$ cat src/hdl/lkv_pkg.sv
// ----------------------------------------------------------------------------
// lkv_pkg
// Shared codes and types for the LRU key-value cache core.
// ----------------------------------------------------------------------------
package lkv_pkg;

  localparam int CAP_BITS = 7;
  localparam logic [CAP_BITS-1:0] CAP_RESET = 7'd64;

  typedef enum logic [1:0] {
    ACT_GET = 2'd0,
    ACT_PUT = 2'd1,
    ACT_DEL = 2'd2
  } action_t;

  localparam logic STATUS_OK   = 1'b0;
  localparam logic STATUS_MISS = 1'b1;

  typedef enum logic [2:0] {
    ST_CLEAR,
    ST_IDLE,
    ST_SCAN,
    ST_DECIDE,
    ST_UPDATE,
    ST_RESULT
  } state_t;

  typedef enum logic {
    UPD_TOUCH,
    UPD_DELETE
  } upd_t;

endpackage

$ cat src/hdl/lkv_if.sv
// ----------------------------------------------------------------------------
// lkv interfaces
// Request, response and configuration channels with valid/ready.
// ----------------------------------------------------------------------------
interface lkv_req_if #(parameter int KEY_BITS = 64, parameter int VALUE_BITS = 32);
  logic                  valid;
  logic                  ready;
  logic [1:0]            action;
  logic [KEY_BITS-1:0]   lookup_key;
  logic [VALUE_BITS-1:0] write_value;
  modport source (output valid, action, lookup_key, write_value, input ready);
  modport sink   (input valid, action, lookup_key, write_value, output ready);
endinterface

interface lkv_rsp_if #(parameter int VALUE_BITS = 32);
  logic                  valid;
  logic                  ready;
  logic                  status;
  logic [VALUE_BITS-1:0] read_value;
  modport source (output valid, status, read_value, input ready);
  modport sink   (input valid, status, read_value, output ready);
endinterface


$ cat src/hdl/lkv_ctrl.sv
// ----------------------------------------------------------------------------
// lkv_ctrl
// Sweep sequencer: clears the entry store after reset, scans it, decides, then rewrites ranks if needed.
// ----------------------------------------------------------------------------
module lkv_ctrl #(
  parameter int ENTRIES    = 64,
  parameter int KEY_BITS   = 64,
  parameter int VALUE_BITS = 32,
  parameter int IDX_BITS   = $clog2(ENTRIES),
  parameter int CNT_BITS   = $clog2(ENTRIES + 1),
  parameter int WIDTH      = 1 + IDX_BITS + VALUE_BITS + KEY_BITS
) (
  input  logic                          clk,
  input  logic                          rst,
  lkv_req_if.sink                       req,
  lkv_rsp_if.source                     rsp,
  input  logic [lkv_pkg::CAP_BITS-1:0]  capacity,
  output logic                          empty,
  output logic                          ram_wr_en,
  output logic [IDX_BITS-1:0]           ram_wr_addr,
  output logic [WIDTH-1:0]              ram_wr_data,
  output logic [IDX_BITS-1:0]           ram_rd_addr,
  input  logic [WIDTH-1:0]              ram_rd_data
);
  import lkv_pkg::*;

  localparam int CMP_BITS = (CNT_BITS > CAP_BITS) ? CNT_BITS : CAP_BITS;
  localparam int VAL_LO   = KEY_BITS;
  localparam int RANK_LO  = KEY_BITS + VALUE_BITS;
  localparam int VLD_BIT  = KEY_BITS + VALUE_BITS + IDX_BITS;

  state_t state, state_next;

  logic [IDX_BITS:0]     cnt;
  logic                  pend_vld;
  logic [IDX_BITS-1:0]   pend_idx;
  logic [CNT_BITS-1:0]   count;

  logic [1:0]            req_action;
  logic [KEY_BITS-1:0]   req_key;
  logic [VALUE_BITS-1:0] req_val;

  logic                  hit_f, free_f;
  logic [IDX_BITS-1:0]   hit_idx, free_idx, vict_idx;
  logic [IDX_BITS-1:0]   hit_rank;
  logic [VALUE_BITS-1:0] hit_val;

  upd_t                  upd_mode;
  logic [IDX_BITS-1:0]   tgt_idx, tgt_r;
  logic                  tgt_kv;
  logic                  dec_status;
  logic [VALUE_BITS-1:0] dec_value;
  logic                  res_status;
  logic [VALUE_BITS-1:0] res_value;

  logic                  rsp_valid;

  logic [KEY_BITS-1:0]   rd_key;
  logic [VALUE_BITS-1:0] rd_val;
  logic [IDX_BITS-1:0]   rd_rank;
  logic                  rd_valid;

  logic                  req_xfer, sweep_end, issue;
  logic [CMP_BITS-1:0]   eff_cap;
  logic                  full;

  // decision, combinational in ST_DECIDE
  logic                  d_upd;
  upd_t                  d_mode;
  logic [IDX_BITS-1:0]   d_idx, d_r;
  logic                  d_kv, d_status, d_inc, d_dec;
  logic [VALUE_BITS-1:0] d_value;

  logic [WIDTH-1:0]      upd_word;

  assign rd_key   = ram_rd_data[KEY_BITS-1:0];
  assign rd_val   = ram_rd_data[RANK_LO-1:VAL_LO];
  assign rd_rank  = ram_rd_data[VLD_BIT-1:RANK_LO];
  assign rd_valid = ram_rd_data[VLD_BIT];

  assign req.ready  = (state == ST_IDLE);
  assign req_xfer   = req.valid && req.ready;
  assign empty      = (count == '0);
  assign sweep_end  = (cnt == (IDX_BITS+1)'(ENTRIES)) && !pend_vld;
  assign issue      = (state == ST_SCAN || state == ST_UPDATE) &&
                      (cnt < (IDX_BITS+1)'(ENTRIES));
  assign ram_rd_addr = cnt[IDX_BITS-1:0];

  assign rsp.valid      = rsp_valid;
  assign rsp.status     = res_status;
  assign rsp.read_value = res_value;

  always_comb begin
    if (CMP_BITS'(capacity) == '0) begin
      eff_cap = CMP_BITS'(1);
    end else if (CMP_BITS'(capacity) > CMP_BITS'(ENTRIES)) begin
      eff_cap = CMP_BITS'(ENTRIES);
    end else begin
      eff_cap = CMP_BITS'(capacity);
    end
    full = (CMP_BITS'(count) >= eff_cap) && (count != '0);
  end

  always_comb begin
    d_upd    = 1'b0;
    d_mode   = UPD_TOUCH;
    d_idx    = hit_idx;
    d_r      = hit_rank;
    d_kv     = 1'b0;
    d_status = STATUS_OK;
    d_value  = '0;
    d_inc    = 1'b0;
    d_dec    = 1'b0;
    case (req_action)
      ACT_GET: begin
        if (hit_f) begin
          d_upd   = 1'b1;
          d_value = hit_val;
        end else begin
          d_status = STATUS_MISS;
        end
      end
      ACT_PUT: begin
        d_upd = 1'b1;
        d_kv  = 1'b1;
        if (!hit_f) begin
          if (full) begin
            d_idx = vict_idx;
            d_r   = IDX_BITS'(count - 1'b1);
          end else begin
            d_idx = free_idx;
            d_r   = IDX_BITS'(count);
            d_inc = 1'b1;
          end
        end
      end
      ACT_DEL: begin
        if (hit_f) begin
          d_upd  = 1'b1;
          d_mode = UPD_DELETE;
          d_dec  = 1'b1;
        end else begin
          d_status = STATUS_MISS;
        end
      end
      default: begin
        d_upd = 1'b0;
      end
    endcase
  end

  // rewritten word for the entry arriving during the update sweep
  always_comb begin
    logic [IDX_BITS-1:0] rank;
    rank     = rd_rank;
    upd_word = ram_rd_data;
    if (pend_idx == tgt_idx) begin
      if (upd_mode == UPD_TOUCH) begin
        upd_word[VLD_BIT]              = 1'b1;
        upd_word[VLD_BIT-1:RANK_LO]    = '0;
        if (tgt_kv) begin
          upd_word[KEY_BITS-1:0]       = req_key;
          upd_word[RANK_LO-1:VAL_LO]   = req_val;
        end
      end else begin
        upd_word[VLD_BIT]              = 1'b0;
        upd_word[VLD_BIT-1:RANK_LO]    = '0;
      end
    end else if (rd_valid) begin
      if (upd_mode == UPD_TOUCH && rank < tgt_r) begin
        upd_word[VLD_BIT-1:RANK_LO] = rank + 1'b1;
      end else if (upd_mode == UPD_DELETE && rank > tgt_r) begin
        upd_word[VLD_BIT-1:RANK_LO] = rank - 1'b1;
      end
    end
  end

  always_comb begin
    state_next  = state;
    ram_wr_en   = 1'b0;
    ram_wr_addr = pend_idx;
    ram_wr_data = upd_word;
    case (state)
      ST_CLEAR: begin
        ram_wr_en   = (cnt < (IDX_BITS+1)'(ENTRIES));
        ram_wr_addr = cnt[IDX_BITS-1:0];
        ram_wr_data = '0;
        if (!ram_wr_en) begin
          state_next = ST_IDLE;
        end
      end
      ST_IDLE: begin
        if (req_xfer) begin
          state_next = ST_SCAN;
        end
      end
      ST_SCAN: begin
        if (sweep_end) begin
          state_next = ST_DECIDE;
        end
      end
      ST_DECIDE: begin
        state_next = d_upd ? ST_UPDATE : ST_RESULT;
      end
      ST_UPDATE: begin
        ram_wr_en = pend_vld;
        if (sweep_end) begin
          state_next = ST_RESULT;
        end
      end
      ST_RESULT: begin
        if (!rsp_valid || rsp.ready) begin
          state_next = ST_IDLE;
        end
      end
      default: begin
        state_next = ST_IDLE;
      end
    endcase
  end

  always_ff @(posedge clk) begin
    if (rst) begin
      state <= ST_CLEAR;
    end else begin
      state <= state_next;
    end
  end

  always_ff @(posedge clk) begin
    if (rst) begin
      cnt       <= '0;
      pend_vld  <= 1'b0;
      count     <= '0;
      rsp_valid <= 1'b0;
      hit_f     <= 1'b0;
      free_f    <= 1'b0;
    end else begin
      pend_vld <= issue;
      if (issue) begin
        pend_idx <= cnt[IDX_BITS-1:0];
      end
      if (issue || (state == ST_CLEAR && ram_wr_en)) begin
        cnt <= cnt + 1'b1;
      end
      // output register loads only once the previous transfer is done
      if (state == ST_RESULT && (!rsp_valid || rsp.ready)) begin
        rsp_valid  <= 1'b1;
        res_status <= dec_status;
        res_value  <= dec_value;
      end else if (rsp_valid && rsp.ready) begin
        rsp_valid <= 1'b0;
      end
      case (state)
        ST_IDLE: begin
          if (req_xfer) begin
            req_action <= req.action;
            req_key    <= req.lookup_key;
            req_val    <= req.write_value;
            hit_f      <= 1'b0;
            free_f     <= 1'b0;
            cnt        <= '0;
          end
        end
        ST_SCAN: begin
          if (pend_vld) begin
            if (rd_valid && rd_key == req_key) begin
              hit_f    <= 1'b1;
              hit_idx  <= pend_idx;
              hit_rank <= rd_rank;
              hit_val  <= rd_val;
            end
            if (!rd_valid && !free_f) begin
              free_f   <= 1'b1;
              free_idx <= pend_idx;
            end
            if (rd_valid && CNT_BITS'(rd_rank) == count - 1'b1) begin
              vict_idx <= pend_idx;
            end
          end
        end
        ST_DECIDE: begin
          upd_mode   <= d_mode;
          tgt_idx    <= d_idx;
          tgt_r      <= d_r;
          tgt_kv     <= d_kv;
          dec_status <= d_status;
          dec_value  <= d_value;
          cnt        <= '0;
          if (d_inc) begin
            count <= count + 1'b1;
          end else if (d_dec) begin
            count <= count - 1'b1;
          end
        end
        default: begin
        end
      endcase
    end
  end

`ifndef ASSERT_OFF
  a_xfer_scan: assert property (@(posedge clk) disable iff (rst)
    req_xfer |=> state == ST_SCAN)
    else $error("accepted request did not start a scan");
  a_count_max: assert property (@(posedge clk) disable iff (rst)
    CMP_BITS'(count) <= CMP_BITS'(ENTRIES))
    else $error("entry count above depth");
  a_wr_phase: assert property (@(posedge clk) disable iff (rst)
    ram_wr_en |-> (state == ST_UPDATE || state == ST_CLEAR))
    else $error("store written outside a write sweep");
  a_clear_block: assert property (@(posedge clk) disable iff (rst)
    state == ST_CLEAR |-> !req.ready)
    else $error("request taken during clearing pass");
`endif

endmodule

$ cat src/flat_wrapper.sv
// flat-port wrapper written by rule: the top's interface ports become plain ports
module lkv_ctrl_flat import lkv_pkg::*;
#(
  parameter int ENTRIES    = 64,
  parameter int KEY_BITS   = 64,
  parameter int VALUE_BITS = 32,
  parameter int IDX_BITS   = $clog2(ENTRIES),
  parameter int CNT_BITS   = $clog2(ENTRIES + 1),
  parameter int WIDTH      = 1 + IDX_BITS + VALUE_BITS + KEY_BITS
)
  (clk, rst, capacity, empty, ram_wr_en, ram_wr_addr, ram_wr_data, ram_rd_addr, ram_rd_data, req_valid, req_action, req_lookup_key, req_write_value, req_ready, rsp_valid, rsp_status, rsp_read_value, rsp_ready);
  lkv_req_if #(.KEY_BITS(KEY_BITS), .VALUE_BITS(VALUE_BITS)) req_i ();
  lkv_rsp_if #(.VALUE_BITS(VALUE_BITS)) rsp_i ();
  input  logic clk;
  input  logic rst;
  input  logic [lkv_pkg::CAP_BITS-1:0] capacity;
  output logic empty;
  output logic ram_wr_en;
  output logic [IDX_BITS-1:0] ram_wr_addr;
  output logic [WIDTH-1:0] ram_wr_data;
  output logic [IDX_BITS-1:0] ram_rd_addr;
  input  logic [WIDTH-1:0] ram_rd_data;
  input wire logic [$bits(req_i.valid)-1:0] req_valid;
  input wire logic [$bits(req_i.action)-1:0] req_action;
  input wire logic [$bits(req_i.lookup_key)-1:0] req_lookup_key;
  input wire logic [$bits(req_i.write_value)-1:0] req_write_value;
  output wire logic [$bits(req_i.ready)-1:0] req_ready;
  output wire logic [$bits(rsp_i.valid)-1:0] rsp_valid;
  output wire logic [$bits(rsp_i.status)-1:0] rsp_status;
  output wire logic [$bits(rsp_i.read_value)-1:0] rsp_read_value;
  input wire logic [$bits(rsp_i.ready)-1:0] rsp_ready;
  assign req_i.valid = req_valid;
  assign req_i.action = req_action;
  assign req_i.lookup_key = req_lookup_key;
  assign req_i.write_value = req_write_value;
  assign req_ready = req_i.ready;
  assign rsp_valid = rsp_i.valid;
  assign rsp_status = rsp_i.status;
  assign rsp_read_value = rsp_i.read_value;
  assign rsp_i.ready = rsp_ready;
  lkv_ctrl #(.ENTRIES(ENTRIES), .KEY_BITS(KEY_BITS), .VALUE_BITS(VALUE_BITS), .IDX_BITS(IDX_BITS), .CNT_BITS(CNT_BITS), .WIDTH(WIDTH)) u_core (.clk(clk), .rst(rst), .req(req_i), .rsp(rsp_i), .capacity(capacity), .empty(empty), .ram_wr_en(ram_wr_en), .ram_wr_addr(ram_wr_addr), .ram_wr_data(ram_wr_data), .ram_rd_addr(ram_rd_addr), .ram_rd_data(ram_rd_data));
endmodule
$ cat config.mk
export PLATFORM = sky130hd
export DESIGN_NAME = lkv_ctrl_flat
export DESIGN_NICKNAME = d
export VERILOG_FILES = /design/src/hdl/lkv_pkg.sv /design/src/hdl/lkv_if.sv /design/src/hdl/lkv_ctrl.sv /design/src/flat_wrapper.sv
export SDC_FILE = /design/constraint.sdc
export NUM_CORES = 1
export LEC_CHECK = 0
export BUFFER_PORTS_ARGS = -buffer_cell sky130_fd_sc_hd__buf_2
export CORE_MARGIN = 2
export CORE_UTILIZATION = 47
export DETAILED_ROUTE_END_ITERATION = 12
export GPL_TIMING_DRIVEN = 0
export PLACE_DENSITY_LB_ADDON = 0.15
export SLEW_MARGIN = 40
export SYNTH_ARGS = -nofsm -noshare
export SYNTH_HDL_FRONTEND = slang
export SYNTH_SLANG_ARGS = --single-unit
export TNS_END_PERCENT = 30
$ cat constraint.sdc
create_clock -name clk -period 5.7 [get_ports clk]
set_input_delay 0.57 -clock clk [delete_from_list [all_inputs] [get_ports clk]]
set_output_delay 0.57 -clock clk [all_outputs]
set_load 0.02 [all_outputs]
==> metrics <==
status=finished clean; synthesized flop and latch total=approximately 260; hold violation count in the final report=0; post-CTS sizing=0; Int Pwr=~3.3 mW; postcts setup bufs=0; Post-synth EDFFs=240; fin crit share=approximately 70%; Inserted Clock Buffers=29; Slew @ Worst Pin=between 700 and 800 ps; Cells after DPL=about 1,800; Critical Path Sink Type=output port; gr usage total=approximately a quarter; I/O pins=364; Syn Area/Cell=11.50 um2; most common cell after layout, fill and taps aside=buf_2; FILL cells=about 2,100; Post-Synth Simple-Gate Area=15.96%; fin area=approximately 0.016 mm2; Async SR Flop Fraction=0%; first-pass GRT wire length=just over 50,000 um; post-place setup slack=2189 ps; syn nets=roughly 1,300; clk sinks=261; Sequential Power Share=roughly half; H-tree levels=1; Syn-to-layout area delta=29.26%; Area after DPL=~0.015 mm2; Crit Path Max Fanout=10; Max Freq=roughly 0.25 GHz; Relative slew margins=between 40% and 50%; Final Non-Filler Cells=~1,800; fin. max-slew vios=0; RSZ-0062 raised after global routing=no; commonest non-fill, non-tap cells in the layout=buf_2 (378), edfxtp_1 (240), nand2_1 (218); total grt overflow=0; Synth Area in XOR/XNOR=roughly 5%; Starting DRT DRC Count=530; PortBufs=363; die height=between 150 and 200 um; GPL Wtd Cong=0.8996; crit path time final=between 4000 and 5000 ps; clock latency on the worst-skew pair=around 560 ps; hold_buf cts=0; P_sw=876.1 uW; CP required=around 5100 ps; synth unique cells=between 70 and 80; drt total wl=34,420 um; vias in the first global route=between 9,000 and 10,000; Worst EP arrival=about 3500 ps; Die ar.=about 0.027 mm2; Clk Tree Root Cell=clkbuf_16; Worst Skew=about 14 ps; switching share of power=about a fifth; initial antenna violation count=7; drt pass-1 iters=5; total power=between 4 and 5 mW; post-synthesis sequential area ratio=around 63%; largest net degree at the start of global routing=22; max cap viols=0; Final nets=approximately 1,700; fin util=just over 60%; Remaining DRCs=0; clock-pin slew on the worst setup and hold paths=~60 ps; R2R Setup Slk=about 2500 ps; total negative slack=0 ps; Syn Std Cell Area=around 0.012 mm2; Post-synth top flop=edfxtp_1; HPWL Detailed=26,500 um; Detail Route Antenna Nets=0; kind of critical path=flip-flop to output port; startpoint types=flip-flop; proportion of synthesized area in mux cells=roughly 1.9%; combinational share of power=under 10%; Sequential Area=0.007627 mm2; Hold Path Class=input port to flip-flop; hold_ws=184.5 ps; Synth Area in Compound Gates=9.038%; Max VDD drop=0.2539 mV; placeable core region=approximately 0.025 mm2; worst setup margin=around 1600 ps; via/cell ratio=5.171; share of layout cells above drive strength 1=between 30% and 40%; Ys Warns=0; Clk pwr share=46.2%; Starting Density=47.96%; Leak Pwr=~6.4 nW; # setup viols final=0; die width=approximately 160 um; WL/cell=around 19 um; Clock Path Buffers=3; pwr dens=269.2 mW/mm2; largest family of logic cells by synthesized area=simple AND/OR/NAND/NOR gates; Adder-Cell Fraction of Synth Area=under 10%; CTS tree=built; area of the multi-input gates=roughly 0.0042 mm2; row cnt=between 50 and 60; Mapped Cells=1,053; routed via count=about 9,400
[synth_stat cells, types with 14 or more instances]
master    number  area share [%]
edfxtp_1     240              59
nand2_1      218             6.8
a21oi_1      127             5.2
nor2_1        52             1.6
clkbuf_1      37             1.1
xor2_1        36             2.6
and2_1        35             1.8
xnor2_1       33             2.4
inv_1         29            0.90
nor2b_1       26             1.3
dfxtp_1       21             3.5
ha_1          20             2.1
buf_2         14            0.58
nand4_1       14            0.72
[area by class of cell]
type                            instances  share of cell area [%]
Antenna cell                            6                 0.09589
Buffer                                 59                   1.694
Clock buffer                           36                   5.066
Clock inverter                         18                   1.303
Inverter                               29                  0.6952
Multi-Input combinational cell        704                   26.61
Sequential cell                       261                   48.71
Tap cell                              330                   2.637
Timing Repair Buffer                  378                   13.19
[registers in the layout, indices dropped and copies added (netlist names), 2 cells and up]
name / count
u_core.state: 3
u_core.free_idx: 6
u_core.req_key: 64
u_core.hit_idx: 6
u_core.count: 7
u_core.tgt_r: 6
u_core.req_action: 2
u_core.dec_value: 32
u_core.req_val: 32
u_core.hit_val: 32
u_core.rsp.read_value: 32
u_core.tgt_idx: 6
u_core.vict_idx: 6
u_core.pend_idx: 6
u_core.hit_rank: 6
u_core.cnt: 7
[power by group through the flow]
| stage | Combinational, mW | Clock, mW | Sequential [mW] |
|---|---|---|---|
| 6_report | 0.189 | 1.94 | 2.08 |
| 5_1_grt | 0.208 | 2.05 | 2.08 |
| 3_3_place_gp | 0.182 | 0 | 2.12 |
| 4_1_cts | 0.189 | 1.98 | 2.08 |
| 2_1_floorplan | 0.0724 | 0 | 2.12 |
| 3_5_place_dp | 0.187 | 0 | 2.12 |
[worst paths after layout]
path / start / end / cells after the start
worst min register to register: u_core.dec_value[6] / u_core.rsp.read_value[6] / 0
worst min-delay path: req_lookup_key[9] / u_core.req_key[9] / 1
worst max register to register: u_core.req_key[37] / u_core.hit_val[2] / 7
worst max-delay path: u_core.pend_idx[3] / ram_wr_data[58] / 9
[worst max-delay path: stages (launching register included)]
cell	delay (ps)
edfxtp_1	480
xnor2_1	170
nand4_1	100
nor3_1	80
nand3b_1	350
clkbuf_1	610
clkbuf_1	580
nand2_1	130
a21oi_1	220
buf_2	200
[per-layer routing]
metal | vias to the layer above | share of wire (%) | track usage [%]
met3 | 65 | 8.4 | 6.856
met5 | - | 0.11 | 0
met4 | 6 | 3.4 | 9.684
li1 | 4575 | - | -
met2 | 376 | 51 | 43.99
met1 | 4394 | 37 | 28.40
[kinds of logic after synthesis]
kind of cell | count (synthesis)
adder cells (fa/ha/maj) | 20
buffers and inverters | 88
flip-flops | 261
AND/OR/NAND/NOR | 412
AO/OA/AOI/OAI | 182
XOR/XNOR | 69
multiplexers | 21
No activity file was read; power rests on OpenSTA's default activity.
